==> src/sv/mfc_pkg.sv <==
// ---------------------------------------------------------------------------
// mfc_pkg
// Types and constants shared by the mail frame checker files.
// ---------------------------------------------------------------------------
`default_nettype none

package mfc_pkg;

   // field widths
   localparam int BYTE_W = 8;
   localparam int LEN_W  = 16;
   localparam int POS_W  = LEN_W + 1;

   // frame layout: header, length high, length low, control byte
   localparam logic [POS_W-1:0] POS_HDR    = POS_W'(0);
   localparam logic [POS_W-1:0] POS_LEN_HI = POS_W'(1);
   localparam logic [POS_W-1:0] POS_LEN_LO = POS_W'(2);
   localparam logic [POS_W-1:0] POS_CTL    = POS_W'(3);
   localparam logic [POS_W-1:0] POS_MAX    = {POS_W{1'b1}};

   // byte codes
   localparam logic [BYTE_W-1:0] HDR_BYTE  = 8'h10;
   localparam logic [BYTE_W-1:0] SAMB_CODE = 8'hC8;
   localparam logic [1:0]        CTL_UNNUM = 2'b11;

   // verdict codes
   localparam logic [2:0] VERDICT_OK         = 3'd0;
   localparam logic [2:0] VERDICT_NO_HEADER  = 3'd1;
   localparam logic [2:0] VERDICT_TOO_SHORT  = 3'd2;
   localparam logic [2:0] VERDICT_INCOMPLETE = 3'd3;
   localparam logic [2:0] VERDICT_BAD_SUM    = 3'd4;

   // frame kind codes
   localparam logic [1:0] KIND_INFO   = 2'd0;
   localparam logic [1:0] KIND_UNNUM  = 2'd1;
   localparam logic [1:0] KIND_SUPER  = 2'd2;
   localparam logic [1:0] KIND_ABSENT = 2'd3;

   // input word
   typedef struct packed {
      logic [BYTE_W-1:0] rx_byte;
      logic              chunk_last;
   } req_type;

   // result word
   typedef struct packed {
      logic [2:0]        verdict;
      logic [1:0]        frame_kind;
      logic              samb_seen;
      logic [LEN_W-1:0]  payload_length;
      logic [BYTE_W-1:0] sum_received;
      logic [BYTE_W-1:0] sum_computed;
   } rsp_type;

endpackage

`default_nettype wire

==> src/sv/mfc_ifs.sv <==
// ---------------------------------------------------------------------------
// mfc_ifs
// Valid/ready channels for the input bytes and the frame results.
// ---------------------------------------------------------------------------
`default_nettype none

interface mfc_req_if;
   logic             valid;
   logic             ready;
   mfc_pkg::req_type data;

   modport source (output valid, output data, input ready);
   modport sink   (input valid, input data, output ready);
endinterface

interface mfc_rsp_if;
   logic             valid;
   logic             ready;
   mfc_pkg::rsp_type data;

   modport source (output valid, output data, input ready);
   modport sink   (input valid, input data, output ready);
endinterface

`default_nettype wire

==> src/sv/mail_frame_checker_core.sv <==
// ---------------------------------------------------------------------------
// mail_frame_checker_core
// Checks a length-prefixed frame one byte per word and reports one verdict
// on the word that carries the chunk's last byte.
// ---------------------------------------------------------------------------
//  channel   direction  payload                                   words
//  req_ch    in         rx_byte, chunk_last                       every byte
//  rsp_ch    out        verdict, frame_kind, samb_seen,           one per chunk
//                       payload_length, sum_received, sum_computed
//
//  one byte is taken per cycle while req_ch.ready is high; a chunk's
//  result is registered in the result register, or in the skid register
//  frame state (position, length, sum, control byte) updates at the accept
//  edge; a result register plus one skid register hold finished results
//  req_ch.ready drops only when both result registers are full
//  synchronous reset clears the frame state and both result valids
// ---------------------------------------------------------------------------
`default_nettype none

module mail_frame_checker_core (
   input  wire              clock,
   input  wire              reset,
   mfc_req_if.sink          req_ch,
   mfc_rsp_if.source        rsp_ch
);

   // frame state
   logic [mfc_pkg::POS_W-1:0]  pos_ff,  pos_in;
   logic                       hdr_ff,  hdr_in;
   logic [mfc_pkg::LEN_W-1:0]  len_ff,  len_in;
   logic [mfc_pkg::BYTE_W-1:0] sum_ff,  sum_in;
   logic [mfc_pkg::BYTE_W-1:0] ctl_ff,  ctl_in;

   // result registers
   logic             out_valid_ff,  out_valid_in;
   mfc_pkg::rsp_type out_data_ff,   out_data_in;
   logic             skid_valid_ff, skid_valid_in;
   mfc_pkg::rsp_type skid_data_ff,  skid_data_in;

   logic                       accept;
   logic                       res_valid;
   logic                       take;
   logic [mfc_pkg::BYTE_W-1:0] b;
   logic                       hdr_eff;
   logic [mfc_pkg::LEN_W-1:0]  len_eff;
   logic [mfc_pkg::BYTE_W-1:0] ctl_eff;
   logic [mfc_pkg::BYTE_W-1:0] sum_eff;
   logic [mfc_pkg::POS_W-1:0]  limit;
   logic                       short_chunk;
   logic                       before_end;
   mfc_pkg::rsp_type           res;

   // handshake
   assign req_ch.ready = !skid_valid_ff;
   assign accept       = req_ch.valid && !skid_valid_ff;
   assign res_valid    = accept && req_ch.data.chunk_last;
   assign take         = out_valid_ff && rsp_ch.ready;
   assign b            = req_ch.data.rx_byte;

   // state as it stands after this byte
   always_comb begin
      hdr_eff = (pos_ff == mfc_pkg::POS_HDR) ? (b == mfc_pkg::HDR_BYTE) : hdr_ff;
      len_eff = len_ff;
      if (pos_ff == mfc_pkg::POS_LEN_HI) begin
         len_eff = {b, len_ff[7:0]};
      end else if (pos_ff == mfc_pkg::POS_LEN_LO) begin
         len_eff = {len_ff[15:8], b};
      end
      ctl_eff = (pos_ff == mfc_pkg::POS_CTL) ? b : ctl_ff;
      limit       = {1'b0, len_eff} + mfc_pkg::POS_CTL;
      short_chunk = pos_ff < mfc_pkg::POS_CTL;
      before_end  = pos_ff < limit;
      sum_eff = (!short_chunk && before_end) ? sum_ff + b : sum_ff;
   end

   // verdict and frame classification
   always_comb begin
      if (!hdr_eff) begin
         res.verdict = mfc_pkg::VERDICT_NO_HEADER;
      end else if (short_chunk) begin
         res.verdict = mfc_pkg::VERDICT_TOO_SHORT;
      end else if (before_end) begin
         res.verdict = mfc_pkg::VERDICT_INCOMPLETE;
      end else if (b != sum_eff) begin
         res.verdict = mfc_pkg::VERDICT_BAD_SUM;
      end else begin
         res.verdict = mfc_pkg::VERDICT_OK;
      end
      res.samb_seen = 1'b0;
      if (short_chunk) begin
         res.frame_kind = mfc_pkg::KIND_ABSENT;
      end else if (!ctl_eff[7]) begin
         res.frame_kind = mfc_pkg::KIND_INFO;
      end else if (ctl_eff[7:6] == mfc_pkg::CTL_UNNUM) begin
         res.frame_kind = mfc_pkg::KIND_UNNUM;
         res.samb_seen  = (ctl_eff == mfc_pkg::SAMB_CODE);
      end else begin
         res.frame_kind = mfc_pkg::KIND_SUPER;
      end
      res.payload_length = len_eff;
      res.sum_received   = b;
      res.sum_computed   = sum_eff;
   end

   // next frame state: cleared after the last byte of a chunk
   always_comb begin
      pos_in = pos_ff;
      hdr_in = hdr_ff;
      len_in = len_ff;
      sum_in = sum_ff;
      ctl_in = ctl_ff;
      if (accept) begin
         if (req_ch.data.chunk_last) begin
            pos_in = '0;
            hdr_in = 1'b0;
            len_in = '0;
            sum_in = '0;
            ctl_in = '0;
         end else begin
            pos_in = (pos_ff == mfc_pkg::POS_MAX) ? pos_ff : pos_ff + 1'b1;
            hdr_in = hdr_eff;
            len_in = len_eff;
            sum_in = sum_eff;
            ctl_in = ctl_eff;
         end
      end
   end

   // result register with skid stage
   always_comb begin
      out_valid_in  = out_valid_ff;
      out_data_in   = out_data_ff;
      skid_valid_in = skid_valid_ff;
      skid_data_in  = skid_data_ff;
      if (!out_valid_ff || take) begin
         if (skid_valid_ff) begin
            out_valid_in  = 1'b1;
            out_data_in   = skid_data_ff;
            skid_valid_in = 1'b0;
         end else begin
            out_valid_in = res_valid;
            out_data_in  = res;
         end
      end else if (res_valid) begin
         skid_valid_in = 1'b1;
         skid_data_in  = res;
      end
   end

   // control registers
   always_ff @(posedge clock) begin
      if (reset) begin
         pos_ff        <= '0;
         hdr_ff        <= 1'b0;
         len_ff        <= '0;
         sum_ff        <= '0;
         ctl_ff        <= '0;
         out_valid_ff  <= 1'b0;
         skid_valid_ff <= 1'b0;
      end else begin
         pos_ff        <= pos_in;
         hdr_ff        <= hdr_in;
         len_ff        <= len_in;
         sum_ff        <= sum_in;
         ctl_ff        <= ctl_in;
         out_valid_ff  <= out_valid_in;
         skid_valid_ff <= skid_valid_in;
      end
   end

   // payload registers
   always_ff @(posedge clock) begin
      out_data_ff  <= out_data_in;
      skid_data_ff <= skid_data_in;
   end

   assign rsp_ch.valid = out_valid_ff;
   assign rsp_ch.data  = out_data_ff;

endmodule

`default_nettype wire

==> src/flat_wrapper.sv <==
// flat-port wrapper written by rule: the top's interface ports become plain ports
module mail_frame_checker_core_flat 
  (clock, reset, req_ch_valid, req_ch_data, req_ch_ready, rsp_ch_valid, rsp_ch_data, rsp_ch_ready);
  mfc_req_if req_ch_i ();
  mfc_rsp_if rsp_ch_i ();
  input  wire clock;
  input  wire reset;
  input wire logic [$bits(req_ch_i.valid)-1:0] req_ch_valid;
  input wire logic [$bits(req_ch_i.data)-1:0] req_ch_data;
  output wire logic [$bits(req_ch_i.ready)-1:0] req_ch_ready;
  output wire logic [$bits(rsp_ch_i.valid)-1:0] rsp_ch_valid;
  output wire logic [$bits(rsp_ch_i.data)-1:0] rsp_ch_data;
  input wire logic [$bits(rsp_ch_i.ready)-1:0] rsp_ch_ready;
  assign req_ch_i.valid = req_ch_valid;
  assign req_ch_i.data = req_ch_data;
  assign req_ch_ready = req_ch_i.ready;
  assign rsp_ch_valid = rsp_ch_i.valid;
  assign rsp_ch_data = rsp_ch_i.data;
  assign rsp_ch_i.ready = rsp_ch_ready;
  mail_frame_checker_core u_core (.clock(clock), .reset(reset), .req_ch(req_ch_i), .rsp_ch(rsp_ch_i));
endmodule
==> config.mk <==
export PLATFORM = sky130hd
export DESIGN_NAME = mail_frame_checker_core_flat
export DESIGN_NICKNAME = d
export VERILOG_FILES = /design/src/sv/mfc_pkg.sv /design/src/sv/mfc_ifs.sv /design/src/sv/mail_frame_checker_core.sv /design/src/flat_wrapper.sv
export SDC_FILE = /design/constraint.sdc
export NUM_CORES = 1
export LEC_CHECK = 0
export BUFFER_PORTS_ARGS = -buffer_cell sky130_fd_sc_hd__buf_2
export CAP_MARGIN = 40
export CORE_MARGIN = 1
export CORE_UTILIZATION = 30
export CTS_CLUSTER_DIAMETER = 80
export DETAILED_ROUTE_END_ITERATION = 16
export HOLD_SLACK_MARGIN = 0.12
export PLACE_DENSITY = 0.58
export RECOVER_POWER = 100
export SLEW_MARGIN = 25
export SYNTH_ARGS = -nofsm -noshare
export SYNTH_HDL_FRONTEND = slang
export SYNTH_SLANG_ARGS = --single-unit
==> constraint.sdc <==
create_clock -name clock -period 6.68 [get_ports clock]
set_clock_uncertainty 0.2 [all_clocks]
set_input_delay 0.334 -clock clock [delete_from_list [all_inputs] [get_ports clock]]
set_output_delay 0.334 -clock clock [all_outputs]
set_load 0.005 [all_outputs]
Word-level counts from Yosys, hierarchy flattened
Cells that the tools add are included.
{"block": "word_totals", "elab_cells": 69, "inputBits": 13, "out_inout_bits": 40, "ff_bits": 128}
{"block": "classes", "n_addsub": 3, "mux": 23, "reduce_logical": 12, "magnitude_cmp": 2, "bitwise_logic": 1, "n_eq_ne": 9}
{"op": "8-bit two-way mux", "count": 5}
{"op": "38-bit two-way mux", "count": 1}
{"op": "17-bit by 2-bit == test with 1-bit output, second input constant", "count": 2}
{"op": "17-bit two-way mux", "count": 2}
{"op": "16-bit two-way mux", "count": 2}
{"op": "16-bit by 2-bit adder with 17-bit output, second input constant", "count": 1}
{"op": "17-bit by 1-bit adder with 17-bit output, second input constant", "count": 1}
{"op": "17-bit by 1-bit == test with 1-bit output, second input constant", "count": 1}
{"op": "17-bit == test, second input constant", "count": 1}
{"op": "17-bit logical NOT", "count": 1}
{"op": "17-bit less-than comparator", "count": 1}
{"op": "17-bit by 2-bit less-than comparator with 1-bit output, second input constant", "count": 1}
{"op": "3-bit two-way mux", "count": 4}
{"op": "8-bit adder", "count": 1}
{"op": "8-bit by 5-bit == test with 1-bit output, second input constant", "count": 1}
{"op": "8-bit == test, second input constant", "count": 1}
{"op": "8-bit inequality test", "count": 1}
{"op": "1-bit two-way mux", "count": 6}
{"op": "2-bit two-way mux", "count": 3}
{"op": "1-bit logical AND", "count": 4}
{"op": "2-bit AND reduction", "count": 2}
{"op": "1-bit logical NOT", "count": 3}
{"op": "2-bit == test, second input constant", "count": 1}
{"op": "2-bit inequality test, second input constant", "count": 1}
{"op": "3 further kinds", "count": 3}

Longest topological paths before layout
{"block": "logic_depth", "ltp_word": 13, "depth_mapped": 24, "depth_no_buf": 21}

Worst setup path before layout
OpenSTA, ideal clock, no wires.
{"block": "synth_path", "path_kind": "register to register", "startpoint": "register u_core.pos_ff[2] (netlist name)", "endpoint": "register u_core.out_data_ff, in the netlist u_core.rsp_ch.data[37], data pin", "synth_period_minus_slack_ns": 5.937, "path_stages_with_launch": 23, "setup_time_ns": 0.269, "path_slack_ns": 0.743, "t_arrival_ns": 5.468, "n_path_buf": 3, "t_required_ns": 6.211, "cell_sequence": "dfxtp_1 -> nor4_1 -> and4_1 -> buf_4 -> and2b_1 -> buf_6 -> buf_2 -> mux2_2 -> inv_1 -> ha_1 -> or4_4 -> or4_4 -> nand4bb_1 -> ha_1 -> nand4_1 -> nor4_1 -> nand2_1 -> o32ai_1 -> nor3_2 -> nor4_1 -> a31oi_1 -> a2111oi_1 -> o41ai_1"}
{"block": "synth_via", "elab_chain_cells": 13, "elab_cells_between_ends": 18, "cone_classes": "add/sub (1); order compare (2); eq/ne (3); mux (9); reduce/logical (3)"}
{"element": "start: declaration", "line": "mail_frame_checker_core.sv:28", "rtl": "logic [mfc_pkg::POS_W-1:0] pos_ff, pos_in;"}
{"element": "start signal: assignment", "line": "mail_frame_checker_core.sv:161", "rtl": "pos_ff <= pos_in;"}
{"element": "17-bit by 2-bit == test with 1-bit output", "line": "mail_frame_checker_core.sv:66", "rtl": "end else if (pos_ff == mfc_pkg::POS_LEN_LO) begin"}
{"element": "8-bit two-way mux", "line": "mail_frame_checker_core.sv:66"}
{"element": "16-bit two-way mux (*)", "line": "mail_frame_checker_core.sv:64", "rtl": "if (pos_ff == mfc_pkg::POS_LEN_HI) begin"}
{"element": "net u_core.len_eff, one bit", "line": "mail_frame_checker_core.sv:45", "rtl": "logic [mfc_pkg::LEN_W-1:0] len_eff;"}
{"element": "16-bit by 2-bit adder with 17-bit output (*)", "line": "mail_frame_checker_core.sv:70", "rtl": "limit = {1'b0, len_eff} + mfc_pkg::POS_CTL;"}
{"element": "17-bit less-than comparator (*)", "line": "mail_frame_checker_core.sv:72", "rtl": "before_end = pos_ff < limit;"}
{"element": "1-bit logical AND", "line": "mail_frame_checker_core.sv:73", "rtl": "sum_eff = (!short_chunk && before_end) ? sum_ff + b : sum_ff;"}
{"element": "8-bit two-way mux", "line": "mail_frame_checker_core.sv:73"}
{"element": "8-bit inequality test", "line": "mail_frame_checker_core.sv:84", "rtl": "end else if (b != sum_eff) begin"}
{"element": "3-bit two-way mux", "line": "mail_frame_checker_core.sv:84"}
{"element": "3-bit two-way mux (*)", "line": "mail_frame_checker_core.sv:82", "rtl": "end else if (before_end) begin"}
{"element": "3-bit two-way mux (*)", "line": "mail_frame_checker_core.sv:80", "rtl": "end else if (short_chunk) begin"}
{"element": "3-bit two-way mux (*)", "line": "mail_frame_checker_core.sv:78", "rtl": "if (!hdr_eff) begin"}
{"element": "38-bit two-way mux (*)", "line": "mail_frame_checker_core.sv:136", "rtl": "if (skid_valid_ff) begin"}
{"element": "end signal: assignment", "line": "mail_frame_checker_core.sv:173", "rtl": "out_data_ff <= out_data_in;"}
{"element": "end: declaration", "line": "mail_frame_checker_core.sv:36", "rtl": "mfc_pkg::rsp_type out_data_ff, out_data_in;"}
The timed path passes the listed nets; every way through them passes the cells marked *.
A chain may end at the register's enable or synchronous reset.

Worst setup path in the final report
{"block": "layout_path", "startpoint": "register u_core.pos_ff[6] (netlist name)", "endpoint": "register u_core.out_data_ff, in the netlist u_core.rsp_ch.data[37], data pin"}
Same word-level chain as after synthesis.

==> metrics.log <==
INFO  metric largest_family_of_logic_cells_by_synthesized_area = simple AND/OR/NAND/NOR gates
INFO  metric xor_xnor_portion_of_the_synthesized_cell_area = 0.0544
INFO  metric yosys.area_share.adder = 0.0595
INFO  metric finish.net_count = 703
INFO  metric worst_setup_ep_type = flop
INFO  metric post_synth_mux_area_share = 0.0900
INFO  metric cts_tree = done
INFO  metric groute.usage.overall = 0.147
INFO  metric worst_skew_pair.late_latency = 430 ps
INFO  metric period_share = 0.932
INFO  metric setup_repair_after_global_routing_missed_its_margin = false
INFO  metric timing.critical_path.slowest_stage_cell = sky130_fd_sc_hd__or4_4
INFO  metric die_area = 0.0221 mm²
INFO  metric critPathArrivalTime = between 6000 and 7000 ps
INFO  metric drive_gt1_frac = 0.153
INFO  metric crit_chain = nor4_1 -> and4_2 -> and2b_1 -> mux2_1 -> inv_1 -> ha_1 -> or4_4 -> or4_4 -> nand4bb_1 -> ha_1 -> nand4_1 -> nor4_1 -> nand2_1 -> o32ai_2 -> nor3_2 -> nor4_1 -> a31oi_1 -> a2111oi_2 -> o41ai_1
INFO  metric fp.dieH = 149 µm
INFO  metric pwr_density_cell = 247 mW/mm²
INFO  metric clock_path_buffers = 2
INFO  metric filler_cell_count = 2108
INFO  metric drcViolationCount = 0
INFO  metric std_cell_rows = 53
INFO  metric max_cap_viol_count = 3
INFO  metric cellLeakagePower = about 2.8 nW
INFO  metric final_common_cell = sky130_fd_sc_hd__edfxtp_1
INFO  metric fmaxAchievable = about 0.16 GHz
INFO  metric number_of_register_bits_inferred_by_synthesis = 128
INFO  metric design.portCount = 53
INFO  metric clock-root-buffer = sky130_fd_sc_hd__clkbuf_16
INFO  metric slowest_delay = 590 ps
INFO  metric outcome = finished with violations
INFO  metric synth_sequential_area_ratio = 0.516
INFO  metric worstRegToRegCells = 19
INFO  metric synth_compound_area_frac = 0.108
INFO  metric cts_buffers = 17
INFO  metric worstReg2RegStart = u_core.pos_ff[6]
INFO  metric detail_route.iter0.violations = roughly 240
INFO  metric critical_path.reg2reg.endpoint = u_core.rsp_ch.data[37]
INFO  metric slew_viol_final = 106
INFO  metric critical-path-top-cell-by-count = sky130_fd_sc_hd__nor4_1
INFO  metric io_buffers = 52
INFO  metric number_of_synthesized_flops_with_an_enable_pin = 76
INFO  metric netlist_instances = 596
INFO  metric synthesis.nets = 639
INFO  metric commonest_non_fill_non_tap_cells_in_the_layout = 76 x sky130_fd_sc_hd__edfxtp_1, 73 x sky130_fd_sc_hd__nor2_1, 52 x sky130_fd_sc_hd__dfxtp_1, 44 x sky130_fd_sc_hd__nand2_1, 37 x sky130_fd_sc_hd__clkbuf_1
INFO  metric hold_path_end = u_core.skid_valid_ff
INFO  metric clkSinkCount = ~130
INFO  metric worstHoldPathType = in -> reg
INFO  metric initial_antenna_violation_count = 0
INFO  metric violations = capacitance limit, slew limit
INFO  metric antenna_cells = 0
INFO  metric drt_first_pass_iters = 5
INFO  metric timing_worst_slew_pin_value = ~2400 ps
INFO  metric place_hpwl = 10.4 mm
INFO  metric design.core.area = 0.0210 mm²
INFO  metric setup_viol = 0
INFO  metric synth.top_cell.area_share = 0.354
INFO  metric antenna_violating_nets_post_route = 0
INFO  metric final_hold_viol_count = 0
INFO  metric synth_top_flop_cell = sky130_fd_sc_hd__edfxtp_1
INFO  metric total_power = 1.89 mW
INFO  metric cts_setup_buffers = 0
INFO  metric route.final.wire_length = 15.3 mm
INFO  metric final.setup.tns = 0 ps
INFO  metric timing.critical_path.required = 6620 ps
INFO  metric yosys.cell_types.count = 55
INFO  metric wl_per_cell = between 15 and 20 µm
INFO  metric syn_avg_cell_area = 10.8 µm²
INFO  metric cts.reportedPaths.clkPinSlew = 60 ps
INFO  metric worstHoldStart = req_ch_data[0]
INFO  metric synth.cell_area = 0.00644 mm²
INFO  metric worstHoldPathCells = 3
INFO  metric yosysTopAreaCell = sky130_fd_sc_hd__edfxtp_1
INFO  metric period_needed = 6220 ps
INFO  metric worst-setup-path-type = reg -> reg
INFO  metric hold_slack = 249 ps
INFO  metric cts-htree-levels = 4
INFO  metric worst-r2r-setup-slack = 460 ps
INFO  metric synth_simple_gate_area_share = 0.140
INFO  metric power.ir.vdd_worst = around 0.13 mV
INFO  metric via_count = 4691
INFO  metric setup.worst_path.start_class = flop
INFO  metric grt_pass1_wl = around 25 mm
INFO  metric vias_per_cell = 4.95
INFO  metric netlist_top_cells_area = sky130_fd_sc_hd__edfxtp_1 35%, sky130_fd_sc_hd__dfxtp_1 16%, sky130_fd_sc_hd__mux2_2 7.7%
INFO  metric grt_pass1_vias = ~4500
INFO  metric crit_path_max_fanout = 11
INFO  metric max_slew_margin = -0.606
INFO  metric die_width = 149 µm
INFO  metric finalWeightedCongestion = ~0.86
INFO  metric yosys_warning_count = 0
INFO  metric grt_remaining_overflow = 0
INFO  metric synthToLayoutAreaGrowth = 18.5%
INFO  metric initial_core_utilization = 0.306
INFO  metric grt_start_max_net_pins = 42
INFO  metric synthArstFlopShare = 0
through the flow:
stage / cell area (µm²) / instances / setup slack (ps) / util
CTS: 7680 / 947 / 260 / 0.366
global route: 7630 / 948 / 42.1 / 0.363
detailed placement: 7020 / 907 / 293 / 0.334
global placement: 7010 / 906 / 425 / 0.334
floorplan: 6440 / 596 / 743 / -
finish: 7630 / 948 / 455 / 0.363
synth_stat cells (2+ instances only):
cell and n:
sky130_fd_sc_hd__o31ai_1 3, sky130_fd_sc_hd__a22oi_1 34, sky130_fd_sc_hd__a211oi_1 2, sky130_fd_sc_hd__xnor2_1 20
sky130_fd_sc_hd__o211ai_1 2, sky130_fd_sc_hd__nand4_1 10, sky130_fd_sc_hd__o21a_1 3, sky130_fd_sc_hd__nand3_1 10
sky130_fd_sc_hd__nand2_1 44, sky130_fd_sc_hd__ha_1 29, sky130_fd_sc_hd__xor2_1 20, sky130_fd_sc_hd__inv_1 24
sky130_fd_sc_hd__o41ai_1 2, sky130_fd_sc_hd__nor4_1 9, sky130_fd_sc_hd__a21o_1 2, sky130_fd_sc_hd__dfxtp_1 52
sky130_fd_sc_hd__o22ai_1 2, sky130_fd_sc_hd__nand2b_1 3, sky130_fd_sc_hd__mux2i_1 7, sky130_fd_sc_hd__edfxtp_1 76
sky130_fd_sc_hd__a21oi_1 23, sky130_fd_sc_hd__buf_2 3, sky130_fd_sc_hd__nor3_1 17, sky130_fd_sc_hd__nor2_2 2
sky130_fd_sc_hd__mux2_2 44, sky130_fd_sc_hd__nor2_1 72, sky130_fd_sc_hd__o21ai_0 17, sky130_fd_sc_hd__nand3b_1 3
sky130_fd_sc_hd__a31oi_1 3, sky130_fd_sc_hd__nor4b_1 2, sky130_fd_sc_hd__nor2b_1 2, sky130_fd_sc_hd__or4_4 4
sky130_fd_sc_hd__o21ai_1 6, sky130_fd_sc_hd__and2_1 3, sky130_fd_sc_hd__clkbuf_1 21
state kept, by name, indices dropped and copies added, names as in the netlist, 8 cells and up:
signal	count
u_core.sum_ff	8
u_core.skid_data_ff	38
u_core.ctl_ff	8
u_core.pos_ff	17
u_core.len_ff	16
u_core.rsp_ch.data	38
critical path: cells and delay by family, from the launching register on:
kind,cells,cell delay [ps]
AO/OA/AOI/OAI,4,1010
adder cells (fa/ha/maj),2,620
buffers and inverters,1,60
flip-flops,1,370
multiplexers,1,210
AND/OR/NAND/NOR,11,3460
per-layer routing:
layer  wire length [µm]  vias up  share of wire  GRT usage
met5                  0        -              0          0
met4                211        0          0.014     0.0526
met3                557       19          0.036     0.0313
met2               7200      100           0.47      0.235
met1               7380     2251           0.48      0.194
li1                   -     2321              -          -
logic make-up after synthesis:
family,after synthesis
XOR/XNOR,40
AND/OR/NAND/NOR,188
AO/OA/AOI/OAI,107
flip-flops,128
adder cells (fa/ha/maj),30
multiplexers,52
buffers and inverters,51
power by group:
group	internal [mW]	switching (mW)	leakage, nW
Combinational	0.0365	0.0708	1.36
Clock	0.552	0.371	0.267
Sequential	0.850	0.00529	1.21
what timing repair did:
item | in CTS | in global routing
endpoints found under the hold margin | 9 | 0
hold buffers | 8 | 0
endpoints found under the setup margin | 0 | 2
resized for setup | 0 | 3
worst max path at each step:
stage	startpoint	to
floorplan	u_core.pos_ff[2]	u_core.rsp_ch.data[37]
global placement	u_core.pos_ff[6]	u_core.rsp_ch.data[37]
detailed placement	u_core.pos_ff[6]	u_core.rsp_ch.data[37]
finish	u_core.pos_ff[6]	u_core.rsp_ch.data[37]
CTS	u_core.pos_ff[6]	u_core.rsp_ch.data[37]
global route	u_core.pos_ff[6]	u_core.rsp_ch.data[37]
area by class of cell:
| class | count | area [µm²] | share of cell area |
|---|---|---|---|
| Sequential cell | 128 | 3320 | 0.435 |
| Inverter | 24 | 90.1 | 0.0118 |
| Timing Repair Buffer | 72 | 364 | 0.0477 |
| Multi-Input combinational cell | 417 | 2920 | 0.383 |
| Clock inverter | 15 | 161 | 0.0211 |
| Tap cell | 275 | 344 | 0.0451 |
| Clock buffer | 17 | 425 | 0.0557 |
No activity file was read; power rests on OpenSTA's default activity.
